## config.mk

```make
export PLATFORM = sky130hd
export DESIGN_NAME = sha1_counter_keystream_xor_top
export DESIGN_NICKNAME = d
export VERILOG_FILES = /design/src/rtl/skx_pkg.sv /design/src/rtl/skx_front.sv /design/src/rtl/skx_queue.sv /design/src/rtl/skx_back.sv /design/src/rtl/sha1_counter_keystream_xor_top.sv
export VERILOG_INCLUDE_DIRS = /design/src /design/src/rtl
export SDC_FILE = /design/constraint.sdc
export NUM_CORES = 2
export LEC_CHECK = 0
export CAP_MARGIN = 20
export CORE_ASPECT_RATIO = 1.5
export CORE_MARGIN = 2
export CORE_UTILIZATION = 65
export DETAILED_ROUTE_END_ITERATION = 16
export DONT_BUFFER_PORTS = 1
export PLACE_DENSITY = 0.81
export SLEW_MARGIN = 10
export SYNTH_ARGS = -nofsm -noshare
export SYNTH_HDL_FRONTEND = slang
export SYNTH_HIERARCHICAL = 1
export SYNTH_SLANG_ARGS = --single-unit
```

## constraint.sdc

```tcl
create_clock -name clk -period 15.3 [get_ports clk]
set_clock_uncertainty 0.15 [all_clocks]
set_input_delay 3.06 -clock clk [delete_from_list [all_inputs] [get_ports clk]]
set_output_delay 3.06 -clock clk [all_outputs]
set_load 0.005 [all_outputs]
```

## src/rtl/assert_macros.svh

```systemverilog
// Assertion macros shared by the keystream XOR block.
// Included by the top level only.
`ifndef ASSERT_MACROS_SVH
`define ASSERT_MACROS_SVH

// Implication checked on every rising clock edge outside reset.
`define ASSERT_IMPL(label, clk, rst_n, ante, cons, msg) \
	label: assert property (@(posedge clk) disable iff (!rst_n) (ante) |-> (cons)) \
		else $error(msg);

// Next-cycle implication checked outside reset.
`define ASSERT_NEXT(label, clk, rst_n, ante, cons, msg) \
	label: assert property (@(posedge clk) disable iff (!rst_n) (ante) |=> (cons)) \
		else $error(msg);

`endif

```

## src/rtl/skx_pkg.sv

```systemverilog
// Package for the SHA-1 counter-mode keystream XOR block.
// Holds SHA-1 constants, shared types and the register index codes.
`timescale 1ns / 1ps

package skx_pkg;

	localparam int KEY_W     = 64;
	localparam int CFG_IDX_W = 1;
	localparam int QUEUE_DEPTH = 2;

	localparam logic [CFG_IDX_W-1:0] REG_KEY_A = 1'd0;
	localparam logic [CFG_IDX_W-1:0] REG_KEY_B = 1'd1;

	localparam logic [31:0] H0 = 32'h67452301;
	localparam logic [31:0] H1 = 32'hEFCDAB89;
	localparam logic [31:0] H2 = 32'h98BADCFE;
	localparam logic [31:0] H3 = 32'h10325476;
	localparam logic [31:0] H4 = 32'hC3D2E1F0;

	localparam logic [31:0] PAD_WORD0  = 32'h80000000;
	localparam logic [31:0] PAD_WORD15 = 32'd512;

	// Entry passed from the front end to the back end.
	typedef struct packed {
		logic [7:0] data;
		logic       refresh;   // keystream must be recomputed before this byte
		logic [3:0] pos;
		logic [63:0] counter;
	} skx_item_t;

	typedef enum logic [2:0] {
		ST_IDLE,
		ST_LOAD1,
		ST_RUN1,
		ST_LOAD2,
		ST_RUN2,
		ST_OUT
	} skx_state_t;

	function automatic logic [31:0] round_k(input logic [6:0] r);
		logic [31:0] k;
		if (r < 7'd20)      k = 32'h5A827999;
		else if (r < 7'd40) k = 32'h6ED9EBA1;
		else if (r < 7'd60) k = 32'h8F1BBCDC;
		else                k = 32'hCA62C1D6;
		return k;
	endfunction

	function automatic logic [31:0] round_f(input logic [6:0] r, input logic [31:0] b,
		input logic [31:0] c, input logic [31:0] d);
		logic [31:0] f;
		if (r < 7'd20)      f = (b & c) | (~b & d);
		else if (r < 7'd40) f = b ^ c ^ d;
		else if (r < 7'd60) f = (b & c) | (b & d) | (c & d);
		else                f = b ^ c ^ d;
		return f;
	endfunction

endpackage

```

## src/rtl/skx_front.sv

```systemverilog
// Front end: accepts input beats, tracks position and block counter,
// and tags each byte that starts a keystream block. Uses skx_pkg.
`timescale 1ns / 1ps

module skx_front
	import skx_pkg::*;
(
	input  logic       clk,
	input  logic       arst_n,
	input  logic       in_valid,
	output logic       in_ready,
	input  logic [7:0] data_in,
	input  logic       last_byte,
	output logic       q_push,
	output skx_item_t  q_item,
	input  logic       q_full
);

	logic [63:0] counter_q;
	logic [3:0]  pos_q;

	assign in_ready = !q_full;
	assign q_push   = in_valid && in_ready;

	always_comb begin
		q_item.data    = data_in;
		q_item.refresh = (pos_q == 4'd0);
		q_item.pos     = pos_q;
		q_item.counter = counter_q;
	end

	always_ff @(posedge clk or negedge arst_n) begin
		if (!arst_n) begin
			counter_q <= '0;
			pos_q     <= '0;
		end else if (q_push) begin
			if (last_byte) begin
				counter_q <= '0;
				pos_q     <= '0;
			end else begin
				pos_q <= pos_q + 4'd1;
				if (pos_q == 4'd15) counter_q <= counter_q + 64'd1;
			end
		end
	end

endmodule

```

## src/rtl/skx_queue.sv

```systemverilog
// Short FIFO between the front end and the SHA-1 back end.
// Uses skx_pkg for the entry type.
`timescale 1ns / 1ps

module skx_queue
	import skx_pkg::*;
#(
	parameter int DEPTH = QUEUE_DEPTH
) (
	input  logic      clk,
	input  logic      arst_n,
	input  logic      push,
	input  skx_item_t push_item,
	output logic      full,
	input  logic      pop,
	output logic      empty,
	output skx_item_t head
);

	localparam int AW = (DEPTH > 1) ? $clog2(DEPTH) : 1;

	skx_item_t        mem_q [DEPTH];
	logic [AW-1:0]    wr_q, rd_q;
	logic [AW:0]      cnt_q;

	assign full  = (cnt_q == (AW+1)'(DEPTH));
	assign empty = (cnt_q == '0);
	assign head  = mem_q[rd_q];

	always_ff @(posedge clk) begin
		if (push) mem_q[wr_q] <= push_item;
	end

	always_ff @(posedge clk or negedge arst_n) begin
		if (!arst_n) begin
			wr_q  <= '0;
			rd_q  <= '0;
			cnt_q <= '0;
		end else begin
			if (push) wr_q <= (wr_q == AW'(DEPTH-1)) ? '0 : wr_q + AW'(1);
			if (pop)  rd_q <= (rd_q == AW'(DEPTH-1)) ? '0 : rd_q + AW'(1);
			cnt_q <= cnt_q + (AW+1)'(push) - (AW+1)'(pop);
		end
	end

endmodule

```

## src/rtl/skx_back.sv

```systemverilog
// Back end: one SHA-1 round per cycle over two compressions, then the XOR
// of each queued byte with its keystream byte. Uses skx_pkg.
`timescale 1ns / 1ps

module skx_back
	import skx_pkg::*;
(
	input  logic              clk,
	input  logic              arst_n,
	input  logic [KEY_W-1:0]  key_a,
	input  logic [KEY_W-1:0]  key_b,
	input  logic              q_empty,
	input  skx_item_t         q_head,
	output logic              q_pop,
	output logic              out_valid,
	input  logic              out_ready,
	output logic [7:0]        data_out
);

	skx_state_t state_q, state_d;

	logic [31:0] w_q [16];
	logic [31:0] a_q, b_q, c_q, d_q, e_q;
	logic [31:0] h_q [5];
	logic [127:0] ks_q;
	logic [6:0]  round_q;
	logic [7:0]  out_q;
	logic        out_valid_q;

	logic        out_free;
	logic [31:0] w_new, w_cur, t_val;
	logic [3:0]  ri;

	assign out_free  = !out_valid_q || out_ready;
	assign out_valid = out_valid_q;
	assign data_out  = out_q;

	assign ri    = round_q[3:0];
	assign w_new = {w_q[4'(ri+4'd13)] ^ w_q[4'(ri+4'd8)] ^ w_q[4'(ri+4'd2)] ^ w_q[ri]};
	assign w_cur = (round_q < 7'd16) ? w_q[ri] : {w_new[30:0], w_new[31]};
	assign t_val = {a_q[26:0], a_q[31:27]} + round_f(round_q, b_q, c_q, d_q) + e_q
		+ round_k(round_q) + w_cur;

	always_comb begin
		state_d = state_q;
		case (state_q)
			ST_IDLE: begin
				if (!q_empty) state_d = q_head.refresh ? ST_LOAD1 : ST_OUT;
			end
			ST_LOAD1: state_d = ST_RUN1;
			ST_RUN1:  if (round_q == 7'd79) state_d = ST_LOAD2;
			ST_LOAD2: state_d = ST_RUN2;
			ST_RUN2:  if (round_q == 7'd79) state_d = ST_OUT;
			ST_OUT:   if (out_free) state_d = ST_IDLE;
			default:  state_d = ST_IDLE;
		endcase
	end

	assign q_pop = (state_q == ST_OUT) && out_free;

	always_ff @(posedge clk or negedge arst_n) begin
		if (!arst_n) begin
			state_q     <= ST_IDLE;
			round_q     <= '0;
			out_valid_q <= 1'b0;
		end else begin
			state_q <= state_d;
			if (state_q == ST_RUN1 || state_q == ST_RUN2)
				round_q <= (round_q == 7'd79) ? 7'd0 : round_q + 7'd1;
			else
				round_q <= '0;
			if (q_pop) out_valid_q <= 1'b1;
			else if (out_ready) out_valid_q <= 1'b0;
		end
	end

	always_ff @(posedge clk) begin
		case (state_q)
			ST_LOAD1: begin
				h_q[0] <= H0; h_q[1] <= H1; h_q[2] <= H2; h_q[3] <= H3; h_q[4] <= H4;
				a_q <= H0; b_q <= H1; c_q <= H2; d_q <= H3; e_q <= H4;
				w_q[0] <= key_a[63:32]; w_q[1] <= key_a[31:0];
				w_q[2] <= key_a[63:32]; w_q[3] <= key_a[31:0];
				w_q[4] <= key_b[63:32]; w_q[5] <= key_b[31:0];
				w_q[6] <= key_b[63:32]; w_q[7] <= key_b[31:0];
				for (int i = 8; i < 14; i++) w_q[i] <= '0;
				w_q[14] <= q_head.counter[63:32];
				w_q[15] <= q_head.counter[31:0];
			end
			ST_LOAD2: begin
				h_q[0] <= h_q[0] + a_q; h_q[1] <= h_q[1] + b_q; h_q[2] <= h_q[2] + c_q;
				h_q[3] <= h_q[3] + d_q; h_q[4] <= h_q[4] + e_q;
				a_q <= h_q[0] + a_q; b_q <= h_q[1] + b_q; c_q <= h_q[2] + c_q;
				d_q <= h_q[3] + d_q; e_q <= h_q[4] + e_q;
				w_q[0] <= PAD_WORD0;
				for (int i = 1; i < 15; i++) w_q[i] <= '0;
				w_q[15] <= PAD_WORD15;
			end
			ST_RUN1, ST_RUN2: begin
				if (round_q >= 7'd16) w_q[ri] <= w_cur;
				a_q <= t_val;
				b_q <= a_q;
				c_q <= {b_q[1:0], b_q[31:2]};
				d_q <= c_q;
				e_q <= d_q;
				if (state_q == ST_RUN2 && round_q == 7'd79) begin
					ks_q <= {h_q[0] + t_val, h_q[1] + a_q, h_q[2] + {b_q[1:0], b_q[31:2]},
						h_q[3] + c_q};
				end
			end
			default: begin
			end
		endcase
		if (q_pop) out_q <= q_head.data ^ ks_q[7'(8'd127 - {q_head.pos, 3'd0}) -: 8];
	end

endmodule

```

## src/rtl/sha1_counter_keystream_xor_top.sv

```systemverilog
// Top level of the SHA-1 counter-mode keystream XOR block.
// Channels: in_valid/in_ready carry data_in and last_byte, out_valid/out_ready
// carry data_out. Key halves are written through cfg_we, cfg_index, cfg_data.
// Each beat yields exactly one output beat, in order.
// A byte at the start of a 16-byte block waits for two SHA-1 compressions
// run one round per cycle in the back end, from reaching the head of the queue
// to the result register. Other bytes go from idle straight to the output
// state there, and the back end handles one queued byte at a time.
// The front end keeps the block counter and byte position and feeds a
// two-entry queue; it stalls only when that queue is full.
// If the receiver holds out_ready low the result stays in the output
// register and the back end stops; input keeps flowing until the queue fills.
// Reset clears counter, position, queue and keys; it is asynchronous, active low.
// A key write affects the next keystream refresh only.
`timescale 1ns / 1ps
`include "assert_macros.svh"

module sha1_counter_keystream_xor_top
	import skx_pkg::*;
#(
	parameter int QDEPTH = QUEUE_DEPTH
) (
	input  logic              clk,
	input  logic              arst_n,
	input  logic              in_valid,
	output logic              in_ready,
	input  logic [7:0]        data_in,
	input  logic              last_byte,
	output logic              out_valid,
	input  logic              out_ready,
	output logic [7:0]        data_out,
	input  logic              cfg_we,
	input  logic [CFG_IDX_W-1:0] cfg_index,
	input  logic [KEY_W-1:0]  cfg_data
);

	logic [KEY_W-1:0] key_a_q, key_b_q;
	logic      q_push, q_full, q_pop, q_empty;
	skx_item_t q_in, q_head;

	always_ff @(posedge clk or negedge arst_n) begin
		if (!arst_n) begin
			key_a_q <= '0;
			key_b_q <= '0;
		end else if (cfg_we) begin
			case (cfg_index)
				REG_KEY_A: key_a_q <= cfg_data;
				REG_KEY_B: key_b_q <= cfg_data;
				default: begin
				end
			endcase
		end
	end

	skx_front u_front (
		.clk, .arst_n, .in_valid, .in_ready, .data_in, .last_byte,
		.q_push, .q_item(q_in), .q_full
	);

	skx_queue #(.DEPTH(QDEPTH)) u_queue (
		.clk, .arst_n, .push(q_push), .push_item(q_in), .full(q_full),
		.pop(q_pop), .empty(q_empty), .head(q_head)
	);

	skx_back u_back (
		.clk, .arst_n, .key_a(key_a_q), .key_b(key_b_q), .q_empty, .q_head, .q_pop,
		.out_valid, .out_ready, .data_out
	);

	`ASSERT_IMPL(a_no_push_full, clk, arst_n, q_full, !q_push, "push into full queue")
	`ASSERT_IMPL(a_no_pop_empty, clk, arst_n, q_pop, !q_empty, "pop from empty queue")
	`ASSERT_NEXT(a_pop_gives_out, clk, arst_n, q_pop, out_valid, "pop without output")

endmodule

```

Yosys cells after proc, flatten, opt, wreduce, memory -nomap -nowiden

Memory sizes are Yosys's and may differ from the RTL's.
Index checks and enable logic that the tools add are counted.

Bits in writable memories: 826
Logic and storage cells: 178
Memories: 3
Input bits: 79
Output and inout bits: 10
Flip-flop bits (word level): 507

Eq/ne operators: 12
Reduce and logical (&&, ||, !) cells: 20
Bitwise logic cells: 36
Shift operators: 1
Add/sub/neg operators: 24
Order comparisons: 5
Muxes and demuxes: 60

Memory list:

| name          | depth | width | read ports | clocked after memory_dff | write ports | RTL line        | text |
|---|---|---|---|---|---|---|---|
| u_back.w_q    | 16    | 32    | 4          | 0                        | 16          | skx_back.sv:22  | `logic [31:0] w_q [16];` |
| u_back.h_q    | 5     | 32    | 5          | 0                        | 5           | skx_back.sv:24  | `logic [31:0] h_q [5];` |
| u_queue.mem_q | 2     | 77    | 1          | 0                        | 1           | skx_queue.sv:22 | `skx_item_t mem_q [DEPTH];` |

Operators by type and width:

| cell                                                       | number |
|---|---|
| two-way mux 32 bit                                         | 28 |
| one-hot mux 32 bit (3 select lines)                        | 5 |
| adder 32 bit                                               | 13 |
| bitwise XOR 32 bit                                         | 5 |
| indexed part select 135 x 8 -> 8 bit                       | 1 |
| bitwise AND 32 bit                                         | 4 |
| two-way mux 64 bit                                         | 2 |
| bitwise OR 32 bit                                          | 3 |
| adder 64 x 1 -> 64 bit, second input constant              | 1 |
| NOT 32 bit                                                 | 1 |
| OR reduction 32 bit                                        | 1 |
| two-way mux 31 bit                                         | 1 |
| bitwise OR 1 bit                                           | 21 |
| one-hot mux 3 bit (6 select lines)                         | 1 |
| two-way mux 3 bit                                          | 5 |
| less-than comparator 7 x 5 -> 1 bit, second input constant | 2 |
| less-than comparator 7 x 6 -> 1 bit, second input constant | 2 |
| two-way mux 1 bit                                          | 14 |
| two-way mux 7 bit                                          | 2 |
| adder 4 bit, second input constant                         | 2 |
| two-way mux 4 bit                                          | 2 |
| AND reduction 2 bit                                        | 4 |
| bitwise XOR 8 bit                                          | 1 |
| adder 7 x 1 -> 7 bit, second input constant                | 1 |
| 26 further kinds                                           | 36 |

Longest topological paths before layout

Depth in word-level cells: 11
Mapped depth: 42
Gate-level depth less buffers: 37

Modules after synthesis

Netlist, hierarchy kept.

By module, submodules not included:

| module                         | cells each | times used | area an instance (um^2) | seq. area each (um^2) |
|---|---|---|---|---|
| skx_back                       | 5834       | 1          | 69268.9                 | 29343.1 |
| skx_queue                      | 255        | 1          | 5833.1                  | 4724.5 |
| sha1_counter_keystream_xor_top | 271        | 1          | 5131.2                  | 3203.1 |
| skx_front                      | 436        | 1          | 3821.2                  | 1701.6 |

Worst setup path before layout

Ideal clock, no wire load.

Path kind: flip-flop to flip-flop
Start: register u_back.round_q[1]
End: register u_back.ks_q[0] (enable)
Data required time: 14.378 ns
Setup time: 0.772 ns
Path slack: 4.590 ns
Stages on the path, launching flop included: 6
Buffers on the path: 1
Period minus slack after synthesis: 10.710 ns
Arrival: 9.788 ns
Path through: dfrtp_1 > ha_1 > and3_1 > clkbuf_1 > nand3_1 > nor3_1

Longest elaborated chain between the ends: 3

Ends and longest elaborated chain:

| item                          | RTL line        | text |
|---|---|---|
| from (decl)                   | skx_back.sv:26  | `logic [6:0] round_q;` |
| from (signal assigned)        | skx_back.sv:69  | `round_q <= (round_q == 7'd79) ? 7'd0 : round_q + 7'd1;` |
| equality test 7 bit           | skx_back.sv:106 | `if (state_q == ST_RUN2 && round_q == 7'd79) begin` |
| logical AND 1 bit             | skx_back.sv:106 |  |
| AND reduction 2 bit (no line) | n/a             |  |
| to (signal assigned)          | skx_back.sv:107 | `ks_q <= {h_q[0] + t_val, h_q[1] + a_q, h_q[2] + {b_q[1:0], b_q[31:2]},` |
| to (decl)                     | skx_back.sv:25  | `logic [127:0] ks_q;` |

No other way between the ends.
A chain may end at the register's enable or synchronous reset.

Final worst setup path

Start: register u_back.round_q[1]
End: register u_back.ks_q[126] (data pin)

Longest elaborated chain between the ends: 9
Elaborated cells between the ends (all ways): 23
Those cells by class: add/sub (8); order compare (4); mux (7); bitwise (3); memory (1)

Ends and longest elaborated chain:

| item                                | RTL line                     | text |
|---|---|---|
| less-than comparator 7 x 6 -> 1 bit | skx_pkg.sv:44, skx_pkg.sv:54 |  |
| two-way mux 32 bit                  | skx_pkg.sv:54                | `else if (r < 7'd60) f = (b & c) \| (b & d) \| (c & d);` |
| two-way mux 32 bit                  | skx_pkg.sv:53                | `else if (r < 7'd40) f = b ^ c ^ d;` |
| two-way mux 32 bit                  | skx_pkg.sv:52                | `if (r < 7'd20) f = (b & c) \| (~b & d);` |
| adder 32 bit (2 in series)          | skx_back.sv:41               | `assign t_val = {a_q[26:0], a_q[31:27]} + round_f(round_q, b_q, c_q, d_q) + e_q` |
| adder 32 bit                        | skx_back.sv:42               | `+ round_k(round_q) + w_cur;` |
| adder 32 bit (*)                    | skx_back.sv:42               |  |
| adder 32 bit (*)                    | skx_back.sv:107              |  |

Every way passes the cells marked *; elsewhere a longest branch is shown, timed or not.

==> metrics <==
# resized after CTS=0; root buffer cell=clkbuf_16; simple-gate area share of the yosys netlist=between 9 and 10%; clk buf depth=3; top-count cell post-synth=edfxtp_1; antenna-violating nets left=0; syn_area_per_cell=approximately 12 um^2; post-synthesis xor/xnor area fraction=~4.2%; CTS Buf Count=133; WHS=~0.36 ns; ratio of cells with drive above 1 in the final layout=between 15 and 20%; fin area=about 90000 um^2; Synth cell types=94; Post-Route WL=269000 um; post-synthesis mux area share=between 10% and 20%; register area share after synthesis=46.4%; Worst setup EP type=flip-flop; Hold Path Class=reg2reg; Hold Path Stages=0; final hold vios=0; Die Ht=approximately 440 um; cts hold-fix bufs=0; Rows=161; most area-consuming cells after synthesis=edfxtp_1, mux4_2, dfrtp_1; RR Endpoint=u_back/ks_q[126]$_DFFE_PP_; Syn Std Cell Area=84100 um^2; clk_lat worst skew=~0.83 ns; clock-pin transition on the worst setup and hold timing paths=approximately 0.060 ns; Critical Path Slowest Stage Cell=dfrtp_4; R2R depth=34; min-delay src=u_front/counter_q[63]$_DFFE_PN0P_; Nets=7180; die area=between 100000 and 150000 um^2; Yosys reg bits=~1300; number of synthesized flops with an enable pin=1122; first-pass GRT wire length=~400000 um; status=completed; setup bufs post-CTS=0; critical path type=reg2reg; final slew viol count=0; Slew HR=between 20 and 25%; Synth top area share=about 40%; post-route clock period utilization=76.9%; main combinational cell family by area after synthesis=multiplexers; final setup fails=0; final setup margin=~3.5 ns; setup slack, reg-to-reg=~3.5 ns; Max Cap Violations=0; Post-synth top flop=edfxtp_1; initial antenna violation count=23; Final GP Congestion=slightly below 1; Critical path origin=u_back/round_q[1]$_DFF_PN0_; drt drc=0; Initial Util=65.5%; compound-cell area share of the yosys netlist=roughly 11%; critical path fanouts, max=60; CTS tree=yes; measured slew at the worst slew-check pin=approximately 1.2 ns; Hold Crit Endpoint=u_queue/mem_q[0][63]$_DFFE_PP_; Ys Warns=6; Max stage delay on crit path=0.93 ns; Via density=roughly 7.3; crit path DAT=~12 ns; most common library cells after synthesis=edfxtp_1, mux4_2, nor2_1; asr flop ratio synth=between 10% and 20%; vias post-DR=a little over 60000; IO buf count=0; crit path launch type=flip-flop; minimum clock period=11.76 ns; routed len/inst=31.8 um; Iter 0 DRT Violations=~8000; vias in the first global route=roughly 64000; Cells after Synth=approximately 6800; post-DP HPWL=between 150000 and 200000 um; drt pass-1 iters=6; largest net degree at the start of global routing=212; unrepaired setup endpoints after global routing=false; grt ovf=0; io pins=89; Setup WS pre-CTS=roughly 3.8 ns; Post-Synthesis Net Count=7334; Setup Total Neg Slack=0 ns; chip width=about 300 um; clock sinks=about 1300; area leader, netlist=edfxtp_1; Adder-Cell Fraction of Synth Area=about 8.0%; RR Startpoint=u_back/round_q[1]$_DFF_PN0_; Layout Area Growth over Synthesis=6.93%; GRT Total Usage=about two fifths; core box area=128000 um^2; Placed Area=roughly 85000 um^2; H-Tree Depth=4; fmax=approximately 85 MHz; Worst Path Required=roughly 16 ns
## critical path: cells and delay by family (launching register included)
kind,cells,cell delay (ns)
adder cells (fa/ha/maj),6,2.64
buffers and inverters,4,1.76
multiplexers,1,0.57
AO/OA/AOI/OAI,15,4.22
AND/OR/NAND/NOR,3,0.36
XOR/XNOR,5,0.82
flip-flops,1,0.93
## state kept, by name, indices dropped and copies added (netlist names), 32 cells and up
signal,count
u_back/h_q,160
key_a_q,64
u_queue/mem_q,154
u_back/c_q,32
u_back/ks_q,128
u_back/b_q,32
u_back/a_q,32
u_back/w_q,512
u_back/e_q,32
u_front/counter_q,64
u_back/d_q,32
key_b_q,64
## per-layer routing
metal	GRT usage, %	vias to the layer above	share of wire, %
met5	0	-	0.039
met4	39.1	14	12
met3	8.88	1386	10
met2	67.4	4630	48
met1	43.6	30400	30
li1	-	25700	-
## cell type report
cell class	instances	area, um^2
diodes	20	50.0
clock buffers	168	3590
clock inverters	77	826
fillers	8769	38400
inverters	236	893
multi-input cells	4826	42400
flip-flops and latches	1333	39000
well taps	1711	2140
repair buffers	112	961
## worst max-delay path by stage
| stage | to | slack [ns] | cells after the start |
|---|---|---|---|
| 6_report | u_back/ks_q[126]$_DFFE_PP_ | 3.54 | 34 |
| 5_1_grt | u_back/ks_q[126]$_DFFE_PP_ | 3.24 | 34 |
| 4_1_cts | u_back/ks_q[126]$_DFFE_PP_ | 3.78 | 33 |
| 3_5_place_dp | u_back/ks_q[126]$_DFFE_PP_ | 3.80 | 33 |
| 3_3_place_gp | u_back/ks_q[126]$_DFFE_PP_ | 3.91 | 33 |
| 2_1_floorplan | u_back/ks_q[0]$_DFFE_PP_ | 4.59 | 5 |
## layout by cell type, fill, tap and decap left out, types with 51 or more instances in the layout
cell type     n
nand2_1     375
fa_1        129
mux2_2      131
nand3_1     344
o21ai_1      83
clkbuf_16   137
ha_1        328
nand4_1      51
buf_4       103
a21oi_1     351
nor3_1       68
mux4_2      488
a21o_1      193
o21a_1       72
o21ai_0     448
mux2_4       85
dfrtp_1     206
inv_1       234
nand2b_1     64
xnor2_1     265
edfxtp_1   1122
mux2i_1     109
xor2_1      127
nor2_1      475
## per-stage QoR
step	std cells	utilization [%]
2_1_floorplan	6796	-
3_3_place_gp	8214	66.5
3_5_place_dp	8214	66.5
4_1_cts	8459	69.9
5_1_grt	8481	70.0
6_report	8483	70.0
## logic make-up after synthesis
kind of cell,after synthesis
compound gates,1497
xor+xnor,400
fa+ha+maj,459
buf+inv,637
flops,1333
mux,814
simple gates,1656
Power is left out: the tool's default activity adds up to more than one toggle a clock period on the data nets, which glitch-free logic cannot reach.
